==> src/rtl/owm_pkg.sv <==
`default_nettype none
// ----------------------------------------------------------------------------
// owm_pkg
// Shared types, phase codes, command codes, register indexes and defaults and
// the phase-end helper of the 1-Wire bus master.
// ----------------------------------------------------------------------------
package owm_pkg;

    localparam int unsigned CntW   = 10;
    localparam int unsigned CfgIdxW = 3;

    // commands
    localparam logic [1:0] CMD_TICK  = 2'd0;
    localparam logic [1:0] CMD_RESET = 2'd1;
    localparam logic [1:0] CMD_WRITE = 2'd2;
    localparam logic [1:0] CMD_READ  = 2'd3;

    // phases
    localparam logic [3:0] PH_IDLE    = 4'd0;
    localparam logic [3:0] PH_RST_LOW = 4'd1;
    localparam logic [3:0] PH_RST_REL = 4'd2;
    localparam logic [3:0] PH_RST_REC = 4'd3;
    localparam logic [3:0] PH_WR_LOW  = 4'd4;
    localparam logic [3:0] PH_WR_REL  = 4'd5;
    localparam logic [3:0] PH_RD_LOW  = 4'd6;
    localparam logic [3:0] PH_RD_WAIT = 4'd7;
    localparam logic [3:0] PH_RD_TAIL = 4'd8;

    // register indexes
    localparam logic [CfgIdxW-1:0] REG_RESET_LOW   = 3'd0;
    localparam logic [CfgIdxW-1:0] REG_PRES_WAIT   = 3'd1;
    localparam logic [CfgIdxW-1:0] REG_RESET_REC   = 3'd2;
    localparam logic [CfgIdxW-1:0] REG_SLOT        = 3'd3;
    localparam logic [CfgIdxW-1:0] REG_SHORT_PULSE = 3'd4;
    localparam logic [CfgIdxW-1:0] REG_SAMPLE_WAIT = 3'd5;

    // register defaults
    localparam logic [CntW-1:0] DEF_RESET_LOW   = 10'd480;
    localparam logic [CntW-1:0] DEF_PRES_WAIT   = 10'd60;
    localparam logic [CntW-1:0] DEF_RESET_REC   = 10'd480;
    localparam logic [CntW-1:0] DEF_SLOT        = 10'd60;
    localparam logic [CntW-1:0] DEF_SHORT_PULSE = 10'd1;
    localparam logic [CntW-1:0] DEF_SAMPLE_WAIT = 10'd0;

    typedef struct packed {
        logic [CntW-1:0] reset_low_ticks;
        logic [CntW-1:0] presence_wait_ticks;
        logic [CntW-1:0] reset_recovery_ticks;
        logic [CntW-1:0] slot_ticks;
        logic [CntW-1:0] short_pulse_ticks;
        logic [CntW-1:0] sample_wait_ticks;
    } t_cfg;

    typedef struct packed {
        logic [3:0]      phase;
        logic [CntW-1:0] tick_count;
        logic [2:0]      bit_index;
        logic [7:0]      shift_byte;
        logic            presence_flag;
        logic [7:0]      last_read;
    } t_state;

    typedef struct packed {
        logic [1:0] command;
        logic [7:0] data_byte;
        logic       line_level;
    } t_item;

    typedef struct packed {
        logic       drive_low;
        logic       busy_res;
        logic       done_res;
        logic       presence;
        logic [7:0] read_byte;
        logic       rejected;
    } t_result;

    // true when this tick ends a phase of len ticks (zero acts as one)
    function automatic logic phase_end(logic [CntW-1:0] cnt, logic [CntW:0] len);
        logic [CntW:0] nxt;
        nxt = {1'b0, cnt} + (CntW+1)'(1);
        return nxt >= len;
    endfunction

endpackage
`default_nettype wire

==> src/rtl/owm_in_if.sv <==
`default_nettype none
// ----------------------------------------------------------------------------
// owm_in_if
// Command channel: command, byte to send and sampled line level.
// ----------------------------------------------------------------------------
interface owm_in_if;
    logic       valid;
    logic       ready;
    logic [1:0] command;
    logic [7:0] data_byte;
    logic       line_level;

    modport source (output valid, output command, output data_byte,
                    output line_level, input ready);
    modport sink   (input valid, input command, input data_byte,
                    input line_level, output ready);
endinterface
`default_nettype wire

==> src/rtl/owm_out_if.sv <==
`default_nettype none
// ----------------------------------------------------------------------------
// owm_out_if
// Result channel: line drive, status flags and last read byte.
// ----------------------------------------------------------------------------
interface owm_out_if;
    logic       valid;
    logic       ready;
    logic       drive_low;
    logic       busy_res;
    logic       done_res;
    logic       presence;
    logic [7:0] read_byte;
    logic       rejected;

    modport source (output valid, output drive_low, output busy_res,
                    output done_res, output presence, output read_byte,
                    output rejected, input ready);
    modport sink   (input valid, input drive_low, input busy_res,
                    input done_res, input presence, input read_byte,
                    input rejected, output ready);
endinterface
`default_nettype wire

==> src/rtl/owm_step.sv <==
`default_nettype none
// ----------------------------------------------------------------------------
// owm_step
// Next-state and result logic for one tick of the bus master sequencer.
// ----------------------------------------------------------------------------
module owm_step import owm_pkg::*; (
    input  t_state  i_state,
    input  t_item   i_item,
    input  t_cfg    i_cfg,
    output t_state  o_state,
    output t_result o_res
);

    t_state     s;
    logic       drive;
    logic       done;
    logic       rej;
    logic       bit_val;
    logic       fin;
    logic [CntW:0] len;

    always_comb begin
        s     = i_state;
        drive = 1'b0;
        done  = 1'b0;
        rej   = 1'b0;
        fin   = 1'b0;
        len   = '0;

        // command start or reject
        if (i_item.command != CMD_TICK) begin
            if (i_state.phase != PH_IDLE) begin
                rej = 1'b1;
            end else begin
                s.tick_count = '0;
                s.bit_index  = '0;
                unique case (i_item.command)
                    CMD_RESET: s.phase = PH_RST_LOW;
                    CMD_WRITE: begin
                        s.shift_byte = i_item.data_byte;
                        s.phase      = PH_WR_LOW;
                    end
                    default: begin
                        s.shift_byte = '0;
                        s.phase      = PH_RD_LOW;
                    end
                endcase
            end
        end

        bit_val = s.shift_byte[s.bit_index];

        // phase length for this tick
        case (s.phase)
            PH_RST_LOW: len = {1'b0, i_cfg.reset_low_ticks};
            PH_RST_REL: len = {1'b0, i_cfg.presence_wait_ticks};
            PH_RST_REC: len = {1'b0, i_cfg.reset_recovery_ticks} + (CntW+1)'(1);
            PH_WR_LOW:  len = {1'b0, bit_val ? i_cfg.short_pulse_ticks : i_cfg.slot_ticks};
            PH_WR_REL:  len = {1'b0, bit_val ? i_cfg.slot_ticks : i_cfg.short_pulse_ticks};
            PH_RD_LOW:  len = {1'b0, i_cfg.short_pulse_ticks};
            PH_RD_WAIT: len = {1'b0, i_cfg.sample_wait_ticks};
            PH_RD_TAIL: len = {1'b0, i_cfg.slot_ticks};
            default:    len = '0;
        endcase
        fin = phase_end(s.tick_count, len);

        unique case (s.phase)
            PH_RST_LOW, PH_RST_REL, PH_RST_REC, PH_WR_LOW, PH_WR_REL,
            PH_RD_LOW, PH_RD_WAIT, PH_RD_TAIL: begin
                // sample points on the first tick of the phase
                if (s.tick_count == '0) begin
                    if (s.phase == PH_RST_REC) begin
                        s.presence_flag = ~i_item.line_level;
                    end
                    if (s.phase == PH_RD_TAIL) begin
                        s.shift_byte[s.bit_index] = s.shift_byte[s.bit_index]
                                                    | i_item.line_level;
                    end
                end
                drive = (s.phase == PH_RST_LOW) || (s.phase == PH_WR_LOW)
                     || (s.phase == PH_RD_LOW);
                s.tick_count = fin ? '0 : s.tick_count + CntW'(1);
                if (fin) begin
                    case (s.phase)
                        PH_RST_LOW: s.phase = PH_RST_REL;
                        PH_RST_REL: s.phase = PH_RST_REC;
                        PH_RST_REC: begin
                            s.phase = PH_IDLE;
                            done    = 1'b1;
                        end
                        PH_WR_LOW: s.phase = PH_WR_REL;
                        PH_RD_LOW: s.phase = (i_cfg.sample_wait_ticks == '0)
                                             ? PH_RD_TAIL : PH_RD_WAIT;
                        PH_RD_WAIT: s.phase = PH_RD_TAIL;
                        default: begin
                            // end of a write or read slot
                            if (s.bit_index == 3'd7) begin
                                s.bit_index = '0;
                                s.phase     = PH_IDLE;
                                done        = 1'b1;
                                if (i_state.phase == PH_RD_TAIL) begin
                                    s.last_read = s.shift_byte;
                                end
                            end else begin
                                s.bit_index = s.bit_index + 3'd1;
                                s.phase     = (s.phase == PH_WR_REL) ? PH_WR_LOW
                                                                     : PH_RD_LOW;
                            end
                        end
                    endcase
                end
            end
            default: begin
                s.phase      = PH_IDLE;
                s.tick_count = '0;
            end
        endcase
    end

    assign o_state         = s;
    assign o_res.drive_low = drive;
    assign o_res.busy_res  = (s.phase != PH_IDLE);
    assign o_res.done_res  = done;
    assign o_res.presence  = s.presence_flag;
    assign o_res.read_byte = s.last_read;
    assign o_res.rejected  = rej;

endmodule
`default_nettype wire

==> src/rtl/one_wire_bus_master_top.sv <==
`default_nettype none
// ----------------------------------------------------------------------------
// one_wire_bus_master_top
// Tick-driven 1-Wire master: bus reset with presence detect, byte write and
// byte read, with programmable slot timing.
// ----------------------------------------------------------------------------
// Every transfer on the command channel is one 1 us tick and gives exactly one
// result transfer. Input ready is high, and one command is taken per clock,
// while the single output register, which decouples the channels, is empty or
// being taken. Sequencer state and result register update in the cycle of the
// transfer; its result shows in the cycle after. The user must write timing
// registers via the config port only while idle; the block does not enforce it.
// ----------------------------------------------------------------------------
module one_wire_bus_master_top import owm_pkg::*; (
    input  wire logic                i_clk,
    input  wire logic                i_rst_n,
    input  wire logic                i_cfg_we,
    input  wire logic [CfgIdxW-1:0]  i_cfg_idx,
    input  wire logic [CntW-1:0]     i_cfg_data,
    owm_in_if.sink                   i_in,
    owm_out_if.source                o_out
);

    t_cfg    r_cfg;
    t_state  r_state;
    t_state  n_state;
    t_item   item;
    t_result n_res;
    t_result r_res;
    logic    r_out_valid;
    logic    in_xfer;

    // config registers
    always_ff @(posedge i_clk) begin
        if (!i_rst_n) begin
            r_cfg.reset_low_ticks      <= DEF_RESET_LOW;
            r_cfg.presence_wait_ticks  <= DEF_PRES_WAIT;
            r_cfg.reset_recovery_ticks <= DEF_RESET_REC;
            r_cfg.slot_ticks           <= DEF_SLOT;
            r_cfg.short_pulse_ticks    <= DEF_SHORT_PULSE;
            r_cfg.sample_wait_ticks    <= DEF_SAMPLE_WAIT;
        end else if (i_cfg_we) begin
            unique case (i_cfg_idx)
                REG_RESET_LOW:   r_cfg.reset_low_ticks      <= i_cfg_data;
                REG_PRES_WAIT:   r_cfg.presence_wait_ticks  <= i_cfg_data;
                REG_RESET_REC:   r_cfg.reset_recovery_ticks <= i_cfg_data;
                REG_SLOT:        r_cfg.slot_ticks           <= i_cfg_data;
                REG_SHORT_PULSE: r_cfg.short_pulse_ticks    <= i_cfg_data;
                REG_SAMPLE_WAIT: r_cfg.sample_wait_ticks    <= i_cfg_data;
                default: ;
            endcase
        end
    end

    assign item.command    = i_in.command;
    assign item.data_byte  = i_in.data_byte;
    assign item.line_level = i_in.line_level;

    owm_step u_step (
        .i_state (r_state),
        .i_item  (item),
        .i_cfg   (r_cfg),
        .o_state (n_state),
        .o_res   (n_res)
    );

    assign i_in.ready = !r_out_valid || o_out.ready;
    assign in_xfer    = i_in.valid && i_in.ready;

    always_ff @(posedge i_clk) begin
        if (!i_rst_n) begin
            r_state     <= '0;
            r_out_valid <= 1'b0;
        end else begin
            if (in_xfer) begin
                r_state <= n_state;
            end
            if (in_xfer) begin
                r_out_valid <= 1'b1;
            end else if (o_out.ready) begin
                r_out_valid <= 1'b0;
            end
        end
    end

    // result payload
    always_ff @(posedge i_clk) begin
        if (in_xfer) begin
            r_res <= n_res;
        end
    end

    assign o_out.valid     = r_out_valid;
    assign o_out.drive_low = r_res.drive_low;
    assign o_out.busy_res  = r_res.busy_res;
    assign o_out.done_res  = r_res.done_res;
    assign o_out.presence  = r_res.presence;
    assign o_out.read_byte = r_res.read_byte;
    assign o_out.rejected  = r_res.rejected;

    // a command during an operation is flagged as rejected
    a_reject: assert property (@(posedge i_clk) disable iff (!i_rst_n)
        in_xfer && (i_in.command != CMD_TICK) && (r_state.phase != PH_IDLE)
        |=> o_out.rejected)
        else $error("busy command not rejected");

    // a finished operation leaves the master idle
    a_done_idle: assert property (@(posedge i_clk) disable iff (!i_rst_n)
        o_out.valid && o_out.done_res |-> !o_out.busy_res)
        else $error("done with busy set");

    // the line is only pulled low while an operation runs
    a_drive_busy: assert property (@(posedge i_clk) disable iff (!i_rst_n)
        o_out.valid && o_out.drive_low |-> o_out.busy_res)
        else $error("drive low while idle");

    // the sequencer state moves only on an input transfer
    a_state_hold: assert property (@(posedge i_clk) disable iff (!i_rst_n)
        !in_xfer |=> $stable(r_state))
        else $error("state changed without transfer");

endmodule
`default_nettype wire

==> src/flat_wrapper.sv <==
// flat-port wrapper written by rule: the top's interface ports become plain ports
module one_wire_bus_master_top_flat import owm_pkg::*;
  (i_clk, i_rst_n, i_cfg_we, i_cfg_idx, i_cfg_data, i_in_valid, i_in_command, i_in_data_byte, i_in_line_level, i_in_ready, o_out_valid, o_out_drive_low, o_out_busy_res, o_out_done_res, o_out_presence, o_out_read_byte, o_out_rejected, o_out_ready);
  owm_in_if i_in_i ();
  owm_out_if o_out_i ();
  input  wire logic i_clk;
  input  wire logic i_rst_n;
  input  wire logic i_cfg_we;
  input  wire logic [CfgIdxW-1:0] i_cfg_idx;
  input  wire logic [CntW-1:0] i_cfg_data;
  input wire logic [$bits(i_in_i.valid)-1:0] i_in_valid;
  input wire logic [$bits(i_in_i.command)-1:0] i_in_command;
  input wire logic [$bits(i_in_i.data_byte)-1:0] i_in_data_byte;
  input wire logic [$bits(i_in_i.line_level)-1:0] i_in_line_level;
  output wire logic [$bits(i_in_i.ready)-1:0] i_in_ready;
  output wire logic [$bits(o_out_i.valid)-1:0] o_out_valid;
  output wire logic [$bits(o_out_i.drive_low)-1:0] o_out_drive_low;
  output wire logic [$bits(o_out_i.busy_res)-1:0] o_out_busy_res;
  output wire logic [$bits(o_out_i.done_res)-1:0] o_out_done_res;
  output wire logic [$bits(o_out_i.presence)-1:0] o_out_presence;
  output wire logic [$bits(o_out_i.read_byte)-1:0] o_out_read_byte;
  output wire logic [$bits(o_out_i.rejected)-1:0] o_out_rejected;
  input wire logic [$bits(o_out_i.ready)-1:0] o_out_ready;
  assign i_in_i.valid = i_in_valid;
  assign i_in_i.command = i_in_command;
  assign i_in_i.data_byte = i_in_data_byte;
  assign i_in_i.line_level = i_in_line_level;
  assign i_in_ready = i_in_i.ready;
  assign o_out_valid = o_out_i.valid;
  assign o_out_drive_low = o_out_i.drive_low;
  assign o_out_busy_res = o_out_i.busy_res;
  assign o_out_done_res = o_out_i.done_res;
  assign o_out_presence = o_out_i.presence;
  assign o_out_read_byte = o_out_i.read_byte;
  assign o_out_rejected = o_out_i.rejected;
  assign o_out_i.ready = o_out_ready;
  one_wire_bus_master_top u_core (.i_clk(i_clk), .i_rst_n(i_rst_n), .i_cfg_we(i_cfg_we), .i_cfg_idx(i_cfg_idx), .i_cfg_data(i_cfg_data), .i_in(i_in_i), .o_out(o_out_i));
endmodule
==> config.mk <==
export PLATFORM = sky130hd
export DESIGN_NAME = one_wire_bus_master_top_flat
export DESIGN_NICKNAME = d
export VERILOG_FILES = /design/src/rtl/owm_pkg.sv /design/src/rtl/owm_in_if.sv /design/src/rtl/owm_out_if.sv /design/src/rtl/owm_step.sv /design/src/rtl/one_wire_bus_master_top.sv /design/src/flat_wrapper.sv
export SDC_FILE = /design/constraint.sdc
export NUM_CORES = 1
export LEC_CHECK = 0
export BUFFER_PORTS_ARGS = -buffer_cell sky130_fd_sc_hd__buf_2
export CAP_MARGIN = 20
export CORE_MARGIN = 2
export CORE_UTILIZATION = 65
export CTS_CLUSTER_DIAMETER = 100
export DETAILED_ROUTE_END_ITERATION = 6
export PLACE_DENSITY_LB_ADDON = 0.05
export SLEW_MARGIN = 20
export SYNTH_ARGS = -nofsm -noshare
export SYNTH_HDL_FRONTEND = slang
export SYNTH_SLANG_ARGS = --single-unit
==> constraint.sdc <==
create_clock -name i_clk -period 19.1 [get_ports i_clk]
set_clock_uncertainty 0.1 [all_clocks]
set_input_delay 5.73 -clock i_clk [delete_from_list [all_inputs] [get_ports i_clk]]
set_output_delay 5.73 -clock i_clk [all_outputs]
set_load 0.005 [all_outputs]
==> metrics.txt, run 1 <==
sequential fraction of the synthesis area=0.380; final wirelength=15.5 mm; H-tree Lvls=3; Post-Syn Area=6030 sq um; worst slew pin tran=1110 ps; # DRC=0; routability cong.=0.901; fin. max-slew vios=0; final setup vio count=0; flops & latches, synth=108; Critical path destination=i_in_ready; Global Route Usage Sum=0.314; power per cell area=83.3 nW/um^2; worst path cell trace=buf_2 -> nand2b_1 -> buf_2; ys async rst share=0; DP Area=6290 sq um; final antenna-violating net count=0; Worst R2R Setup Slack=13730 ps; Core Util, Final=0.713; Overflow after GRT=0; fin area=6490 sq um; CTS buffer count=9; Critical Path End Type=primary output; Synth Area per Inst=8.24 sq um; WS Path Type=in2out; Hold Path Class=reg2reg; Ports=44; Fin. Hold Viols=0; via count=5545; vias per std cell=6.32; Max Fclk=83.7 MHz; Die H=100 microns; Synth Net Count=781; CP required=13270 ps; vias in the first global route=5115; largest net degree at the start of global routing=98; share of post-route cells with drive strength above 1=0.120; unrepaired setup endpoints after global routing=false; cell mode on critical path=buf_2; MaxCap Viol Count=0; Max stage delay on crit path=160 ps; CP max FO=3; WL/cell=17.6 microns; synth warn=0; worst r2r dst=u_core.o_out.read_byte[0]$_DFFE_PP_; DPL Wire Length=11.2 mm; CTS tree=yes; Core Region=9110 sq um; die area=10100 sq um; port bufs=43; DR pass1 iterations=6; Synth Flop Type=dfxtp_1; placed insts=861; crit path DAT=6120 ps; CTS Root Cell=clkbuf_8; Post-synth EDFFs=13; Die Wd=100 microns; Clock Tree Buf Depth=2; number of cells on the worst reg-to-reg path=15; Worst setup SP type=input port; 1st-iter DRT viols=446; Final nets=810; CTS Hold Buffers Added=0; Starting Density=0.662; Antenna diodes=0; postcts setup bufs=0; RR Startpoint=u_core.r_state[33]$_SDFFE_PN0P_; CP Launch Point=o_out_ready; area growth from synthesis to layout=7.59%; Worst path slowest cell=nand2b_1; fin crit period=11950 ps; cts repair resizes=0; global-route wire length before repair=25.1 mm; synth unique cells=72; CTS sink cnt=108; VDD IR max=0.0400 mV; Static Leak=2.51 nW; fin crit share=0.626; worst skew pair latency=370 ps; clock-pin slew on the worst setup and hold paths=100 ps; Max-Slew Margin vs Limit=0.251; Setup TNS=0 ps; row cnt=35; initial antenna violation count=0; Gate Count Post-Synth=732; status=finished clean; fin cells=877
[state kept, by name (all words and copies together) (netlist names)]
signal	flops
u_core.o_out.busy_res	1
u_core.o_out.done_res	1
u_core.o_out.drive_low	1
u_core.o_out.presence	1
u_core.o_out.read_byte	8
u_core.o_out.rejected	1
u_core.o_out.valid	1
u_core.r_cfg	60
u_core.r_state	34
[Yosys cell counts, types with 6 or more instances]
| cell | n | area share |
|---|---|---|
| o21ai_0 | 22 | 0.018 |
| clkbuf_1 | 22 | 0.014 |
| nand3_1 | 46 | 0.038 |
| nor2b_1 | 20 | 0.021 |
| o211ai_1 | 6 | 0.0075 |
| nand2b_1 | 8 | 0.0083 |
| inv_1 | 10 | 0.0062 |
| nor2_1 | 34 | 0.021 |
| xnor2_1 | 11 | 0.016 |
| nor3_1 | 7 | 0.0058 |
| dfxtp_1 | 95 | 0.32 |
| a21o_1 | 6 | 0.0075 |
| nand2_1 | 183 | 0.11 |
| ha_1 | 20 | 0.041 |
| a22oi_1 | 22 | 0.027 |
| a21boi_0 | 55 | 0.068 |
| buf_2 | 6 | 0.0050 |
| mux2i_1 | 11 | 0.018 |
| a21oi_1 | 20 | 0.017 |
| edfxtp_1 | 13 | 0.065 |
| a31oi_1 | 7 | 0.0073 |
| a221oi_1 | 9 | 0.013 |
[worst min-delay path by stage]
stage                                                end                      startpoint  cells after the start  slack (ps)
after floorplan           u_core.r_state[1]$_SDFFE_PN0P_  u_core.r_state[1]$_SDFFE_PN0P_                      2         330
final                     u_core.r_state[1]$_SDFFE_PN0P_  u_core.r_state[1]$_SDFFE_PN0P_                      2         370
after global routing       u_core.r_cfg[56]$_SDFFE_PN1P_   u_core.r_cfg[56]$_SDFFE_PN1P_                      2         400
after global placement    u_core.r_state[1]$_SDFFE_PN0P_  u_core.r_state[1]$_SDFFE_PN0P_                      2         340
after CTS                 u_core.r_state[1]$_SDFFE_PN0P_  u_core.r_state[1]$_SDFFE_PN0P_                      2         370
after detailed placement  u_core.r_state[1]$_SDFFE_PN0P_  u_core.r_state[1]$_SDFFE_PN0P_                      2         350
[area by class of cell]
class,count,area (sq um)
fillers,759,2620
well taps,111,139
flip-flops and latches,108,2290
multi-input cells,582,3560
inverters,11,41.3
clock buffers,10,138
clock inverters,6,58.8
repair buffers,49,260
[layout by cell type (no fill, tap or decap), types with 3 or more instances in the layout]
master,count
nand4_1,4
nor3_1,6
a31oi_1,7
nand3_1,46
nor4_1,5
buf_2,43
buf_4,6
a211oi_1,4
inv_1,10
or3_1,4
and2_1,4
nand2b_1,8
a21boi_0,55
a22oi_1,22
nor2_1,34
xor2_1,5
o21ai_0,22
nand2_1,183
a221oi_1,9
xnor2_1,11
o31ai_1,3
o21ai_1,3
mux2_1,3
mux2i_1,11
o211ai_1,6
a21oi_1,20
nor3_2,4
edfxtp_1,13
clkbuf_8,10
nor2b_1,20
ha_1,20
dfxtp_1,95
a22o_1,5
and3_1,5
a21o_1,6
mux2_2,5
[worst max-delay path, delay by kind of cell]
| kind | cells | cell delay [ps] |
|---|---|---|
| buffers and inverters | 2 | 230 |
| and+or+nand+nor | 1 | 160 |
[layer usage]
metal  wire [microns]  global-route usage
met3              943              0.0474
met2             7570               0.539
met1             6490               0.404
met5                0                   0
met4              460               0.107
[metrics by stage]
stage	setup WS [ps]	total power, mW	hold slack [ps]
floorplan	7390	0.363	331
global placement	7170	0.400	338
detailed placement	7150	0.404	351
CTS	7150	0.539	366
global route	7130	0.565	396
finish	7150	0.541	370
[power by group]
part | internal, mW | leakage (nW) | switching (mW)
sequential | 0.239 | 0.899 | 0.00853
clock | 0.0538 | 0.102 | 0.0841
combinational | 0.0556 | 1.51 | 0.0995
total | 0.348 | 2.51 | 0.192
[logic make-up (layout without fill, tap and decap cells)]
logic type,Yosys count,count (layout),share of synthesized area
multiplexers,20,20,0.0369
adder cells (fa/ha/maj),20,20,0.0415
XOR/XNOR,16,16,0.0232
buffers and inverters,42,76,0.0305
flip-flops,108,108,0.380
AND/OR/NAND/NOR,339,339,0.263
AO/OA/AOI/OAI,187,187,0.225
Note: power is estimated with default switching activity, not from simulation.
==> run 2, diff against run 1 <==
- CORE_UTILIZATION: 65 -> 55
- clock period: 19.1 -> 10.03 ns (I/O delays scaled with it)
==> run 2 against run 1 <==
Effect of this change: via count is 0.70% lower; clock-buffer cell count decreased by 1; largest power group unchanged; setup slack worse by 4800 ps; non-clock buffer count rose by 1.
==> metrics.txt, run 2 (same netlist as run 1, synthesis figures left out) <==
highest-count cells in the layout ignoring fill and taps=nand2_1 (183), dfxtp_1 (95), a21boi_0 (55), nand3_1 (46), buf_2 (43) (unchanged); H-tree Lvls=3 (unchanged); DR pass1 iterations=5 (was 6); vias in the first global route=4964 (was 5115); worst path cell trace=buf_2 -> inv_1 -> ha_1 -> or3_1 -> nor2_2 -> a32o_2 -> nand3_2 -> xnor2_1 -> o21ai_1 -> a221o_1 -> ha_1 -> nand2b_1 -> a211o_1 -> a2111oi_0 -> o21ai_1 -> buf_4 -> nand3_1 -> mux2_2 (was buf_2 -> nand2b_1 -> buf_2); Core Util, Final=0.605 (was 0.713); 1st-iter DRT viols=319 (was 446); clock-pin slew on the worst setup and hold paths=100 ps (about the same); Worst path slowest cell=a2111oi_0 (was nand2b_1); max reg flops=60 (unchanged); Largest Register=u_core.r_cfg (unchanged); WL/cell=18.2 microns (was 17.6 microns); port bufs=43 (unchanged); global-route wire length before repair=26.2 mm (was 25.1 mm); CTS buffer count=9 (unchanged); WS Path Type=in2reg (was in2out); # fillers=978 (was 759); cts repair resizes=0 (unchanged); vias per std cell=6.07 (was 6.32); # DRC=0 (unchanged); via count=5506 (was 5545); unrepaired setup endpoints after global routing=false (unchanged); final wirelength=16.5 mm (was 15.5 mm); DPL Wire Length=12.1 mm (was 11.2 mm); Overflow after GRT=0 (unchanged); power per cell area=158 nW/um^2 (was 83.3 nW/um^2); Die H=109 microns (was 100 microns); postcts setup bufs=0 (unchanged); MaxCap Viol Count=0 (unchanged); Max-Slew Margin vs Limit=0.424 (was 0.251); row cnt=38 (was 35); Die Wd=109 microns (was 100 microns); die area=11800 sq um (was 10100 sq um); Starting Density=0.559 (was 0.662); largest net degree at the start of global routing=98 (unchanged); CTS Root Cell=clkbuf_8 (unchanged); Ports=44 (unchanged); final antenna-violating net count=0 (unchanged); Worst setup SP type=input port (unchanged); Static Leak=2.51 nW (about the same); fin crit period=7730 ps; crit path DAT=7770 ps (was 6120 ps); Core Region=10800 sq um (was 9110 sq um); status=finished clean (unchanged); Final Total Pwr=1.03 mW (was 0.541 mW); Antenna diodes=0 (unchanged); CTS sink cnt=108 (unchanged); CP max FO=14 (was 3); final setup vio count=0 (unchanged); Final nets=811 (was 810); CTS tree=yes (unchanged); worst slew pin tran=861 ps (was 1110 ps); Fin. Hold Viols=0 (unchanged); Max stage delay on crit path=430 ps (was 160 ps); worst skew pair latency=400 ps (was 370 ps); initial antenna violation count=0 (unchanged); VDD IR max=0.107 mV (was 0.0400 mV); Max Fclk=129 MHz; fin crit share=0.770; Critical Path End Type=register (was primary output); share of post-route cells with drive strength above 1=0.121 (was 0.120); routability cong.=0.961 (was 0.901); CP required=10080 ps (was 13270 ps); Setup TNS=0 ps (unchanged); CTS Hold Buffers Added=0 (unchanged); Global Route Usage Sum=0.288 (was 0.314); area growth from synthesis to layout=8.30% (was 7.59%); commonest non-fill, non-tap cell in the layout=nand2_1 (unchanged); Hold Path Class=reg2reg (unchanged); Clock Tree Buf Depth=2 (unchanged); fin. max-slew vios=0 (unchanged)
run 2: power by group:
part / leakage (nW) / internal (mW) / switching (mW)
combinational: 1.52 / 0.106 / 0.194
clock: 0.0922 / 0.0967 / 0.167
sequential: 0.899 / 0.455 / 0.0160
run 2: worst paths after layout:
path	startpoint	endpoint	slack, ps	cells after the start
worst max register to register	u_core.r_state[33]$_SDFFE_PN0P_	u_core.o_out.read_byte[3]$_DFFE_PP_	4840	15
worst min register to register	u_core.r_state[1]$_SDFFE_PN0P_	u_core.r_state[1]$_SDFFE_PN0P_	360	2
worst min-delay path	u_core.r_state[1]$_SDFFE_PN0P_	u_core.r_state[1]$_SDFFE_PN0P_	360	2
worst max-delay path	i_in_command[0]	u_core.o_out.read_byte[3]$_DFFE_PP_	2300	18
run 2: worst max-delay path, delay by kind of cell:
family / cells / cell delay [ps]
adder cells (fa/ha/maj): 2 / 530
AND/OR/NAND/NOR: 5 / 1510
multiplexers: 1 / 390
buffers and inverters: 3 / 370
AO/OA/AOI/OAI: 6 / 1700
XOR/XNOR: 1 / 270
run 2: layout make-up:
| cell class | count | area [sq um] | area share |
|---|---|---|---|
| clock buffer | 9 | 124 | 0.0190 |
| clock inverter | 7 | 71.3 | 0.0109 |
| inverter | 11 | 41.3 | 0.00632 |
| multi-input combinational | 582 | 3560 | 0.545 |
| sequential | 108 | 2290 | 0.351 |
| tap | 140 | 175 | 0.0268 |
| timing repair buffer | 50 | 268 | 0.0410 |
run 2: through the flow:
stage | instance area (sq um) | setup slack, ps | hold WS (ps) | cells
2_1_floorplan | 6030 | 2730 | 331 | 732
3_3_place_gp | 6330 | 2150 | 339 | 891
3_5_place_dp | 6340 | 1940 | 343 | 891
4_1_cts | 6530 | 2360 | 362 | 907
5_1_grt | 6530 | 2000 | 398 | 907
6_report | 6530 | 2300 | 363 | 907
run 2: routing by layer:
metal  global-route usage  share of wire  vias to the layer above
met2                0.478           0.49                      218
li1                     -              -                     2687
met4               0.0842          0.022                        0
met5                    0              0                        -
met1                0.380           0.43                     2572
met3               0.0586          0.062                       29
